<file path="src/hdl/assert_macros.svh">
// ----------------------------------------------------------------------------
// assert_macros.svh
// Assertion macros shared by the RTL. Synthesis builds define SYNTH and get
// empty bodies.
// ----------------------------------------------------------------------------
`ifndef ASSERT_MACROS_SVH
`define ASSERT_MACROS_SVH

`ifndef SYNTH
// Property that must hold at every clock edge outside reset.
`define ASSERT_SYNC(lbl, prop, msg) \
  lbl: assert property (@(posedge clk) disable iff (!rst_n) (prop)) else $error(msg);
// Condition that must never be true outside reset.
`define ASSERT_NEVER(lbl, expr, msg) \
  lbl: assert property (@(posedge clk) disable iff (!rst_n) !(expr)) else $error(msg);
`else
`define ASSERT_SYNC(lbl, prop, msg)
`define ASSERT_NEVER(lbl, expr, msg)
`endif

`endif

</file>
<file path="src/hdl/dmcfs_pkg.sv">
// ----------------------------------------------------------------------------
// dmcfs_pkg
// Types and fixed constants of the dot matrix column flip sequencer.
// ----------------------------------------------------------------------------
package dmcfs_pkg;

  localparam int COL_W       = 6;
  localparam int CMP_W       = COL_W + 1;
  localparam int BITS_W      = 16;
  localparam int ROW_W       = 4;
  localparam int WITHIN_W    = 5;
  localparam int GROUP_W     = 2;
  localparam int LINE_W      = 3;
  localparam int GROUP_SIZE  = 7;
  localparam int GROUPS      = 4;
  localparam int SHIFT_W     = 32;
  localparam int IN_TDATA_W  = 24;
  localparam int OUT_TDATA_W = 48;
  localparam int OUT_USED_W  = 44;

  typedef enum logic [1:0] {
    ST_IDLE,
    ST_LOAD,
    ST_EMIT
  } state_t;

endpackage

</file>
<file path="src/hdl/dot_matrix_column_flip_sequencer.sv">
// ----------------------------------------------------------------------------
// dot_matrix_column_flip_sequencer
// Turns one column of dot states into a run of pulse commands, one per dot
// that has to flip, using a store of the last pattern written to each column.
// ----------------------------------------------------------------------------
// A column beat is taken in the idle state and the old pattern read from the
// column store is compared in the load state; then one command beat leaves
// per cycle while the output side keeps up, lowest row first. A new column
// is not taken until the last beat of the one before is in the output
// register. The pace is set by the single output register and the registered
// read of the column store. A column with nothing to drive goes from the load
// state straight back to idle, and a column number past the last panel is
// dropped without touching the store. The store needs no clearing pass after
// reset: a valid bit per column makes unwritten columns read as all dots cleared.
`include "assert_macros.svh"

module dot_matrix_column_flip_sequencer
  import dmcfs_pkg::*;
#(
  parameter int PANELS            = 2,
  parameter int COLUMNS_PER_PANEL = 28,
  parameter int ROWS              = 16
) (
  input  logic                   clk,
  input  logic                   rst_n,
  input  logic                   in_tvalid,
  output logic                   in_tready,
  input  logic [IN_TDATA_W-1:0]  in_tdata,   // column_index, column_bits
  input  logic                   in_tuser,   // force_all
  output logic                   out_tvalid,
  input  logic                   out_tready,
  // panel, group_address, line_address, row, dot_on, shift_word, column_level
  output logic [OUT_TDATA_W-1:0] out_tdata,
  output logic                   out_tlast
);

  localparam int TOTAL  = PANELS * COLUMNS_PER_PANEL;
  localparam int ADDR_W = $clog2(TOTAL);
  localparam logic [BITS_W-1:0] ROW_MASK =
    (ROWS >= BITS_W) ? {BITS_W{1'b1}} : BITS_W'((32'd1 << ROWS) - 32'd1);

  state_t state_r, state_nxt;

  logic [COL_W-1:0]  in_col;
  logic [BITS_W-1:0] in_bits;
  logic              in_fire;
  logic              in_range;
  logic [ADDR_W-1:0] mem_addr;

  logic [BITS_W-1:0] mem [TOTAL];
  logic [BITS_W-1:0] rd_data_r;
  logic              rd_valid_r;
  logic [TOTAL-1:0]  valid_r;

  logic [COL_W-1:0]  col_r;
  logic [BITS_W-1:0] bits_r;
  logic              force_r;
  logic [BITS_W-1:0] pend_r, pend_nxt;
  logic [BITS_W-1:0] pend_load;
  logic [BITS_W-1:0] pick;
  logic [BITS_W-1:0] pend_rest;
  logic [ROW_W-1:0]  pick_row;
  logic              pick_on;
  logic              beat_fire;

  logic [1:0]          panel_idx;
  logic [WITHIN_W-1:0] col_in_panel;
  logic [GROUP_W-1:0]  group_c;
  logic [LINE_W-1:0]   line_c;
  logic                panel_r;
  logic [GROUP_W-1:0]  group_r;
  logic [LINE_W-1:0]   line_r;

  logic               out_valid_r;
  logic               out_panel_r;
  logic [GROUP_W-1:0] out_group_r;
  logic [LINE_W-1:0]  out_line_r;
  logic [ROW_W-1:0]   out_row_r;
  logic               out_on_r;
  logic [SHIFT_W-1:0] out_shift_r;
  logic               out_last_r;

  assign in_col   = in_tdata[COL_W-1:0];
  assign in_bits  = in_tdata[COL_W +: BITS_W] & ROW_MASK;
  assign in_fire  = in_tvalid && in_tready;
  assign in_range = {1'b0, in_col} < CMP_W'(TOTAL);
  assign mem_addr = ADDR_W'({1'b0, in_col});

  // Column store: read-first, so the old pattern comes back while the new
  // one is written in the same cycle.
  always_ff @(posedge clk) begin
    if (in_fire && in_range) begin
      mem[mem_addr] <= in_bits;
      rd_data_r     <= mem[mem_addr];
    end
  end

  always_ff @(posedge clk) begin
    if (!rst_n) begin
      valid_r    <= '0;
      rd_valid_r <= 1'b0;
    end else if (in_fire && in_range) begin
      valid_r[mem_addr] <= 1'b1;
      rd_valid_r        <= valid_r[mem_addr];
    end
  end

  always_ff @(posedge clk) begin
    if (in_fire) begin
      col_r   <= in_col;
      bits_r  <= in_bits;
      force_r <= in_tuser;
    end
  end

  always_comb begin
    panel_idx    = '0;
    col_in_panel = WITHIN_W'(col_r);
    for (int p = 1; p < PANELS; p++) begin
      if ({1'b0, col_r} >= CMP_W'(p * COLUMNS_PER_PANEL)) begin
        panel_idx    = 2'(p);
        col_in_panel = WITHIN_W'({1'b0, col_r} - CMP_W'(p * COLUMNS_PER_PANEL));
      end
    end
    group_c = '0;
    line_c  = LINE_W'(col_in_panel);
    for (int g = 1; g < GROUPS; g++) begin
      if (col_in_panel >= WITHIN_W'(g * GROUP_SIZE)) begin
        group_c = GROUP_W'(g);
        line_c  = LINE_W'(col_in_panel - WITHIN_W'(g * GROUP_SIZE));
      end
    end
  end

  assign pend_load = force_r ? ROW_MASK
                             : (bits_r ^ (rd_valid_r ? rd_data_r : '0)) & ROW_MASK;

  assign pick      = pend_r & (~pend_r + BITS_W'(1));
  assign pend_rest = pend_r & ~pick;
  assign pick_on   = |(pick & bits_r);

  always_comb begin
    pick_row = '0;
    for (int i = 0; i < BITS_W; i++) begin
      if (pick[i]) begin
        pick_row = pick_row | ROW_W'(i);
      end
    end
  end

  always_comb begin
    state_nxt = state_r;
    unique case (state_r)
      ST_IDLE: begin
        if (in_fire && in_range) begin
          state_nxt = ST_LOAD;
        end
      end
      ST_LOAD: begin
        state_nxt = (pend_load == '0) ? ST_IDLE : ST_EMIT;
      end
      ST_EMIT: begin
        if (beat_fire && pend_rest == '0) begin
          state_nxt = ST_IDLE;
        end
      end
      default: state_nxt = ST_IDLE;
    endcase
  end

  always_comb begin
    in_tready = 1'b0;
    beat_fire = 1'b0;
    pend_nxt  = pend_r;
    unique case (state_r)
      ST_IDLE: in_tready = 1'b1;
      ST_LOAD: pend_nxt = pend_load;
      ST_EMIT: begin
        beat_fire = !out_valid_r || out_tready;
        if (beat_fire) begin
          pend_nxt = pend_rest;
        end
      end
      default: pend_nxt = '0;
    endcase
  end

  always_ff @(posedge clk) begin
    if (!rst_n) begin
      state_r <= ST_IDLE;
      pend_r  <= '0;
    end else begin
      state_r <= state_nxt;
      pend_r  <= pend_nxt;
    end
  end

  always_ff @(posedge clk) begin
    if (state_r == ST_LOAD) begin
      panel_r <= panel_idx[0];
      group_r <= group_c;
      line_r  <= line_c + LINE_W'(1);
    end
  end

  always_ff @(posedge clk) begin
    if (!rst_n) begin
      out_valid_r <= 1'b0;
    end else if (beat_fire) begin
      out_valid_r <= 1'b1;
    end else if (out_tready) begin
      out_valid_r <= 1'b0;
    end
  end

  always_ff @(posedge clk) begin
    if (beat_fire) begin
      out_panel_r <= panel_r;
      out_group_r <= group_r;
      out_line_r  <= line_r;
      out_row_r   <= pick_row;
      out_on_r    <= pick_on;
      out_shift_r <= pick_on ? {{BITS_W{1'b0}}, pick} : {pick, {BITS_W{1'b0}}};
      out_last_r  <= (pend_rest == '0);
    end
  end

  assign out_tvalid = out_valid_r;
  assign out_tlast  = out_last_r;
  assign out_tdata  = {{(OUT_TDATA_W - OUT_USED_W){1'b0}}, ~out_on_r, out_shift_r,
                       out_on_r, out_row_r, out_line_r, out_group_r, out_panel_r};

  `ASSERT_SYNC(a_emit_has_work, state_r == ST_EMIT |-> pend_r != '0, "emit state with no rows left")
  `ASSERT_SYNC(a_last_ends_column, beat_fire && pend_rest == '0 |=> state_r == ST_IDLE && out_last_r, "last beat did not end the column")
  `ASSERT_SYNC(a_accept_reads, in_fire && in_range |=> state_r == ST_LOAD, "accepted column did not read the store")
  `ASSERT_SYNC(a_shift_onehot, out_valid_r |-> $onehot(out_shift_r), "row driver word not one-hot")
  `ASSERT_NEVER(a_row_in_range, out_valid_r && out_row_r >= ROW_W'(ROWS - 1) + ROW_W'(1) && ROWS < BITS_W, "command for a row past the panel height")

endmodule
</file>
<file path="config.mk">
export PLATFORM = sky130hd
export DESIGN_NAME = dot_matrix_column_flip_sequencer
export DESIGN_NICKNAME = d
export VERILOG_FILES = /design/src/hdl/dmcfs_pkg.sv /design/src/hdl/dot_matrix_column_flip_sequencer.sv
export VERILOG_INCLUDE_DIRS = /design/src /design/src/hdl
export SDC_FILE = /design/constraint.sdc
export NUM_CORES = 1
export LEC_CHECK = 0
export CORE_ASPECT_RATIO = 1.75
export CORE_MARGIN = 8
export CORE_UTILIZATION = 40
export DETAILED_ROUTE_END_ITERATION = 10
export DONT_BUFFER_PORTS = 1
export PLACE_DENSITY = 0.59
export SYNTH_ARGS = -nofsm -noshare
export SYNTH_HDL_FRONTEND = slang
export SYNTH_SLANG_ARGS = --single-unit
</file>
<file path="constraint.sdc">
create_clock -name clk -period 10.35 [get_ports clk]
set_input_delay 1.035 -clock clk [delete_from_list [all_inputs] [get_ports clk]]
set_output_delay 1.035 -clock clk [all_outputs]
set_load 0.01 [all_outputs]
</file>
=== Yosys cells after proc, flatten, opt, wreduce, memory -nomap -nowiden ===
Memories as Yosys holds them, arrays and structs flattened. A register that Yosys moved wholly into a read port is not among the register bits.
Cells that the tools add are included.
Widths: inputs -> output; s select.

* Register bits after elaboration: 149
* Latch bits: 0
* Memory bits (writable): 896
* ROM bits: 0
* Input port bits: 29
* Output and inout bits: 51
* Word-level logic and storage cells: 104
* Memories kept: 1

* $add $sub $neg: 6
* Multipliers: 0
* Divide/modulo/power cells: 0
* Order comparisons: 7
* Equality and inequality tests: 5
* Shift-type cells: 0
* Multiplexer cells: 36
* Bitwise gates (word level): 9
* Reduce and logical (&&, ||, !) cells: 17

{| class="wikitable"
|+ Memory list
! memory !! words !! width !! read ports !! clocked after Yosys merged registers in !! wr ports !! line !! RTL
|-
| mem || 56 || 16 || 1 || 1 || 1 || dot_matrix_column_flip_sequencer.sv:50 || <nowiki>logic [BITS_W-1:0] mem [TOTAL];</nowiki>
|}

{| class="wikitable"
|+ Operators by type and width
! operator !! number
|-
| $or 56x56->56 || 1
|-
| $and 16x16->16 || 3
|-
| $mux 16 || 3
|-
| $pmux 16 s3 || 1
|-
| $logic_not 16->1 || 2
|-
| $not 16->16 || 2
|-
| $mux 3 || 7
|-
| $add 16x1->16 const B || 1
|-
| $reduce_or 16->1 || 1
|-
| $xor 16x16->16 || 1
|-
| $mux 1 || 14
|-
| $mux 2 || 7
|-
| $sub 3x3->3 const B || 3
|-
| $reduce_or 8->1 || 1
|-
| $lt 6x7->1 const B || 1
|-
| $bmux 1 s6 || 1
|-
| $demux 1 s6 || 1
|-
| $ge 6x1->1 const B || 1
|-
| $ge 6x5->1 const B || 1
|-
| $lt 6x6->1 const B || 1
|-
| $ne 2x2->1 const B || 3
|-
| $pmux 2 s3 || 1
|-
| $ge 5x3->1 const B || 1
|-
| $ge 5x4->1 const B || 1
|-
| 15 further kinds || 21
|}

=== Longest topological paths before layout ===
Gate-level depths: netlist (run 1).

* Word-level depth: 14
* Mapped depth: 12

=== Least setup slack after synthesis (run 1) ===
No wires, ideal clock.

* Kind: in2reg
* Start point: in in_tvalid
* End point: mem mem[16][0], enable pin
* Library setup time: 0.390 ns
* Data arrival time: 3.188 ns
* Data required time: 9.960 ns
* Path slack: 6.772 ns
* Stages: 6
* Cell sequence: nand2_1 > inv_1 > nand2_1 > clkinv_1 > nand3_1 > nor2_1

* Word-level cells in the longest chain between the ends: 4

{| class="wikitable"
|+ Ends and longest elaborated chain
! item !! line !! RTL
|-
| start, declared || dot_matrix_column_flip_sequencer.sv:26 || <nowiki>input logic in_tvalid,</nowiki>
|-
| $logic_and 1x1->1 || dot_matrix_column_flip_sequencer.sv:85 || <nowiki>assign in_fire = in_tvalid && in_tready;</nowiki>
|-
| via in_fire || dot_matrix_column_flip_sequencer.sv:46 || <nowiki>logic in_fire;</nowiki>
|-
| $logic_and 1x1->1 || dot_matrix_column_flip_sequencer.sv:92 || <nowiki>if (in_fire && in_range) begin</nowiki>
|-
| $mux 1 || dot_matrix_column_flip_sequencer.sv:92 ||
|-
| $mux 1 (implied by the code) || dot_matrix_column_flip_sequencer.sv:93 || <nowiki>mem[mem_addr] <= in_bits;</nowiki>
|-
| end, declared || dot_matrix_column_flip_sequencer.sv:50 ||
|}

The timed path passes the listed nets, and every way through them passes these cells.

=== Final worst setup path (run 1) ===
* Start point: in in_tdata[1]
* End point: reg rd_data_r[8], read port of mem (data pin)

* Word-level cells in the longest chain between the ends: 2

{| class="wikitable"
|+ Ends and longest elaborated chain
! item !! line !! RTL
|-
| start, declared || dot_matrix_column_flip_sequencer.sv:28 || <nowiki>input logic [IN_TDATA_W-1:0] in_tdata,</nowiki>
|-
| $lt 6x6->1 || dot_matrix_column_flip_sequencer.sv:86 || <nowiki>assign in_range = {1'b0, in_col} < CMP_W'(TOTAL);</nowiki>
|-
| $logic_and 1x1->1 || dot_matrix_column_flip_sequencer.sv:92 ||
|-
| end, declared || dot_matrix_column_flip_sequencer.sv:51 || <nowiki>logic [BITS_W-1:0] rd_data_r;</nowiki>
|}

Several ways; a longest one is shown, not always the timed one.
A chain may end at the register's enable or synchronous reset.

==> flow_summary.toml, run 1 <==
[run_status]
status = "finished, final reports clean"

[cts]
ctsResizeCount = 0
insertion_delay_ns = 0.68
tritoncts = "yes"
root_buffer = "clkbuf_16"
clock_sinks = 1061
cts.clk_slew.worst_paths_ns = 0.06
clockBufferDepth = 3
htreeDepth = 3
post_cts.repair.setup_buffers = 0
cts_made_buffers = 86
cts_hold_buf = 0

[floorplanning]
start_util_pct = 40.3
ios = 80
fp.dieH_um = 443
die_w_um = 260
rows = 156
core_area_sq_mm = 0.103
die_area_sq_mm = 0.115

[final_layout]
seq_area_sq_mm = 0.0311
final_common_cell = "edfxtp_1"
finish.instance_area_sq_mm = 0.0458
fin_nets = 2607
syn_to_final_growth_pct = 10.0
drive_gt1_share_pct = 13.7
layout_common_cells = "edfxtp_1, nor2_1, a221oi_1"
fillers = 8883
multi_input_area_sq_mm = 0.00983

[synthesis]
netlist_area_sq_mm = 0.0417
synth_edf_count = 985
avgSynthCellArea_sq_um = 16.2
yosysWarnings = 0
synth_flop_cell = "edfxtp_1"
synth_cell_types = 80
async_flop_share_pct = 0
syn_inst = 2576
synth_seq_area_share_pct = 74.7
synth_seq_cells = 1061

[timing]
slew_violations = 0
tns_ns = 0
period_minus_slack_ns = 4.11
setup_viol = 0
relSlewSlack_pct = 9.89
worst_slew_pin_slew_ns = 1.34
fin_ws_ns = 6.24
hold_viol_final = 0
fin_crit_sh_pct = 39.7
max_freq_mhz = 243
rsz0062_at_grt = "no"
clock_skew_ns = 0.0231
hold_slack_ns = 0.419

[drt]
initialDrtViolationCount = 2537
wl_per_cell_um = 31.8
drc_errors = 0
dr.pass1.iters = 6
viasPerCell = 6.22
num_vias = 24800
routed_wl_um = 127000
antenna_left = 0

[place]
placed_area_sq_mm = 0.0432
gp_congestion = 0.916
dp_worst_setup_slack_ns = 5.97
detailed_place_hpwl_um = 75000
port_buffers = 0

[worst_setup_path]
crit_type = "input pin to flop"
critPathArrivalTime_ns = 4.54
worstPathRequired_ns = 10.78
start_kind = "input pin"
crit_fanout = 175
cp-end-kind = "flop"

[power]
pwr-share-seq_pct = 55.7
p_clk_share_pct = 35.8
power-per-cell-area_mw_per_mm2 = 193
p_sw_share_pct = 23.8
leakagePower_nw = 14.3
combPwrFrac_pct = 8.5
p_sw_mw = 2.11
ir_drop_v = 0.000134
p_total_mw = 8.85
p_int_mw = 6.74

[flow_run]
maxCapViolations = 0

[global_route]
grt_pass1_wl_um = 179000
grt_max_degree = 176
antenna_found_initial = 2
grt_use_total_pct = 21.5
grt_pass1_vias = 24500
grt-ovfl-total = 0

[min_path]
hold_class = "flop to flop"
-- synthesized netlist by cell type (all sizes together) (17+ instances only) --
library cell | n | area (sq um)
a21oi | 71 | 359
a221oi | 142 | 1260
a22o | 22 | 193
a22oi | 116 | 871
a31oi | 18 | 113
buf | 96 | 562
clkbuf | 73 | 274
dfxtp | 76 | 1520
edfxtp | 985 | 29600
mux2 | 65 | 736
mux2i | 69 | 691
mux4 | 37 | 833
nand2 | 124 | 465
nand3 | 26 | 135
nor2 | 188 | 706
nor2b | 18 | 113
nor3 | 18 | 95.1
o21a | 59 | 443
o21ai | 88 | 440
o22ai | 17 | 106
xnor2 | 27 | 236
-- worst paths after layout --
path | slack (ns) | end | cells after the start | from
hold / removal | 0.42 | out_group_r[1] | 0 | group_r[1]
hold reg to reg | 0.42 | out_group_r[1] | 0 | group_r[1]
setup / recovery | 6.24 | rd_data_r[8] | 8 | in_tdata[1]
setup reg to reg | 6.38 | mem[23][3] | 10 | state_r[0]
-- worst max-delay path, cell delays in order --
cell and delay (ns):
and2_1 0.43, buf_4 0.24, buf_4 0.28, a221oi_1 0.33
nor2_1 0.09, o311ai_1 0.99, o221ai_1 0.44, a211o_1 0.33
-- cells by family after synthesis --
kind of cell	after synthesis	synth area share, %
compound gates	664	11.8
xor+xnor	28	0.589
fa+ha+maj	12	0.354
buf+inv	188	2.18
flops	1061	74.7
mux	171	5.42
other cells	1	0.00900
simple gates	451	4.97
-- sequential cells by signal (all words and copies together), names as in the netlist --
register	cells
bits_r	16
col_r	6
force_r	1
group_r	2
line_r	3
mem	896
out_group_r	2
out_line_r	3
out_on_r	1
out_panel_r	1
out_row_r	4
out_shift_r	32
out_tlast	1
out_tvalid	1
panel_r	1
pend_r	16
rd_data_r	16
rd_valid_r	1
state_r	2
valid_r	56
-- power by group through the flow --
| stage | Clock, mW | Sequential, mW | Combinational [mW] |
|---|---|---|---|
| after floorplan | 0 | 4.98 | 0.544 |
| after global placement | 0 | 5.02 | 0.729 |
| after detailed placement | 0 | 5.03 | 0.744 |
| after CTS | 3.20 | 4.93 | 0.747 |
| after global routing | 3.34 | 4.95 | 0.803 |
| final | 3.17 | 4.93 | 0.753 |
-- per-layer routing --
metal,up-vias,wire [um],global-route usage (%),part of all wire [%]
li1,10300,-,-,-
met3,340,8950,3.26,7.1
met2,1219,63800,37.2,50
met5,-,0,0,0
met4,0,9800,14.6,7.7
met1,12900,44000,24.0,35
-- layout make-up --
| class | instances | area share, % |
|---|---|---|
| repair buffers | 69 | 1.13 |
| clock buffers | 120 | 5.18 |
| diodes | 1 | 0.00546 |
| flip-flops and latches | 1061 | 67.9 |
| clock inverters | 39 | 0.571 |
| multi-input cells | 1330 | 21.4 |
| well taps | 1343 | 3.67 |
| inverters | 19 | 0.156 |
-- through the flow --
stage | util (%) | std cells
2_1_floorplan | - | 2579
3_3_place_gp | 41.8 | 3822
3_5_place_dp | 41.8 | 3822
4_1_cts | 44.4 | 3981
5_1_grt | 44.4 | 3981
6_report | 44.4 | 3982
Note: power is estimated with default switching activity, not from simulation.
==> inputs of run 2 (changes only) <==
Clock period 10.35 ns to 4 ns, I/O delays scaled along.
==> run 2 against run 1 <==
Against the previous run:
- worst setup slack worse by 5.6 ns
- combinational power grew to 3.0 times the previous value
- largest power group unchanged
- global-route usage is 0.44 points higher
- non-clock buffer count is 88 higher
- critical endpoint is now mem[45][15]
- wire length is 1.9% higher
- clock power grew to 2.8 times the previous value
==> flow_summary.toml, run 2 (synthesized netlist as in run 1, its figures left out) <==
[drt]
antenna_left = 0
viasPerCell = 6.16
dr.pass1.iters = 8
routed_wl_um = 129000
drc_errors = 0
initialDrtViolationCount = 3220
wl_per_cell_um = 31.7
num_vias = 25100

[flow_run]
maxCapViolations = 0

[timing]
clock_skew_ns = 0.0179
relSlewSlack_pct = 4.79
hold_viol_final = 0
tns_ns = 0
slew_violations = 0
rsz0062_at_grt = "no"
max_freq_mhz = 301
period_minus_slack_ns = 3.32
worst_slew_pin_slew_ns = 1.42
setup_viol = 0
fin_crit_sh_pct = 83.0

[place]
gp_congestion = 0.929
detailed_place_hpwl_um = 78600
port_buffers = 0

[floorplanning]
start_util_pct = 40.3
ios = 80
die_area_sq_mm = 0.115
rows = 156
die_w_um = 260
core_area_sq_mm = 0.103
fp.dieH_um = 443

[cts]
tritoncts = "yes"
insertion_delay_ns = 0.70
ctsResizeCount = 0
clockBufferDepth = 3
htreeDepth = 3
cts_made_buffers = 86
clock_sinks = 1061
root_buffer = "clkbuf_16"
cts.clk_slew.worst_paths_ns = 0.07

[global_route]
grt_pass1_wl_um = 183000
grt-ovfl-total = 0
grt_use_total_pct = 21.9
antenna_found_initial = 5
grt_pass1_vias = 24800
grt_max_degree = 176

[worst_setup_path]
path_buf_inv = 3
critPathArrivalTime_ns = 3.62
crit_path_cell_trace = "inv_1 -> ha_1 -> nand2_1 -> inv_1 -> nand2_1 -> clkinv_1 -> nand3_1 -> nor2_2"
crit_slowest_cell = "nor2_2"
cpLargestDelayFamily = "simple AND/OR/NAND/NOR gates"
crit_fanout = 17
worstPathRequired_ns = 4.30
cp-end-kind = "flop"
critPathMaxStageDelay_ns = 1.05
start_kind = "flop"
crit_type = "flop to flop"

[power]
p_sw_share_pct = 24.2
p_int_mw = 18.0
leakagePower_nw = 15.0
p_sw_mw = 5.76
combPwrFrac_pct = 9.5
pwr-share-seq_pct = 53.7
ir_drop_v = 0.000341
p_clk_share_pct = 36.8
power-per-cell-area_mw_per_mm2 = 504
p_total_mw = 23.8

[final_layout]
syn_to_final_growth_pct = 13.3
largest_reg_flops = 896
final_common_cell = "edfxtp_1"
drive_gt1_share_pct = 16.6
layout_common_cells = "edfxtp_1, nor2_1, a221oi_1"
max_flop_register = "mem"
top_regs = "mem: 896 flops, valid_r: 56 flops, out_shift_r: 32 flops"
fin_nets = 2695

[run_status]
status = "finished, final reports clean"

[min_path]
hold_class = "input pin to flop"
==> run 2: worst paths after layout <==
kind               startpoint             to  slack, ns  depth (start not counted)
hold / removal    in_tdata[3]   rd_data_r[7]       0.04                          2
hold reg to reg     line_r[1]  out_line_r[1]       0.42                          0
setup / recovery   state_r[0]    mem[45][15]       0.68                          8
setup reg to reg   state_r[0]    mem[45][15]       0.68                          8
==> run 2: metrics by stage <==
stage          util [%]  worst slack [ns]  instance area, sq um  std cells  hold WS, ns
3_3_place_gp       42.4             0.776                 43800       3885        0.405
4_1_cts            45.7             0.712                 47200       4070      0.00324
2_1_floorplan         -             0.673                 41700       2579        0.400
5_1_grt            45.7             0.510                 47200       4071       0.0400
6_report           45.7             0.679                 47200       4073       0.0379
3_5_place_dp       42.4             0.722                 43800       3885        0.405
==> run 2: what timing repair did <==
item / 4_1_cts / 5_1_grt
setup buffers: 0 / 0
endpoints found under the hold margin: 997 / 0
hold buffers: 25 / 0
==> run 2: layer usage <==
layer | vias to the layer above | track usage (%) | share of wire [%]
met2 | 1338 | 37.9 | 51
met5 | - | 0 | 0
met1 | 12900 | 25.1 | 35
met3 | 330 | 3.35 | 7.2
met4 | 0 | 13.6 | 7.3
li1 | 10500 | - | -
==> run 2: final cells by class <==
type	instances	area, sq um
Antenna cell	3	7.51
Clock inverter	58	596
Sequential cell	1061	31100
Inverter	19	71.3
Clock buffer	102	2290
Fill cell	8811	56100
Multi-Input combinational cell	1330	9830
Timing Repair Buffer	157	1630
Tap cell	1343	1680
==> run 2: power groups by stage <==
stage	Clock [mW]	Sequential [mW]	Combinational, mW
2_1_floorplan	0	12.9	1.41
3_3_place_gp	0	13.0	1.94
3_5_place_dp	0	13.0	1.97
4_1_cts	8.85	12.8	2.23
5_1_grt	9.22	12.8	2.39
6_report	8.75	12.8	2.26
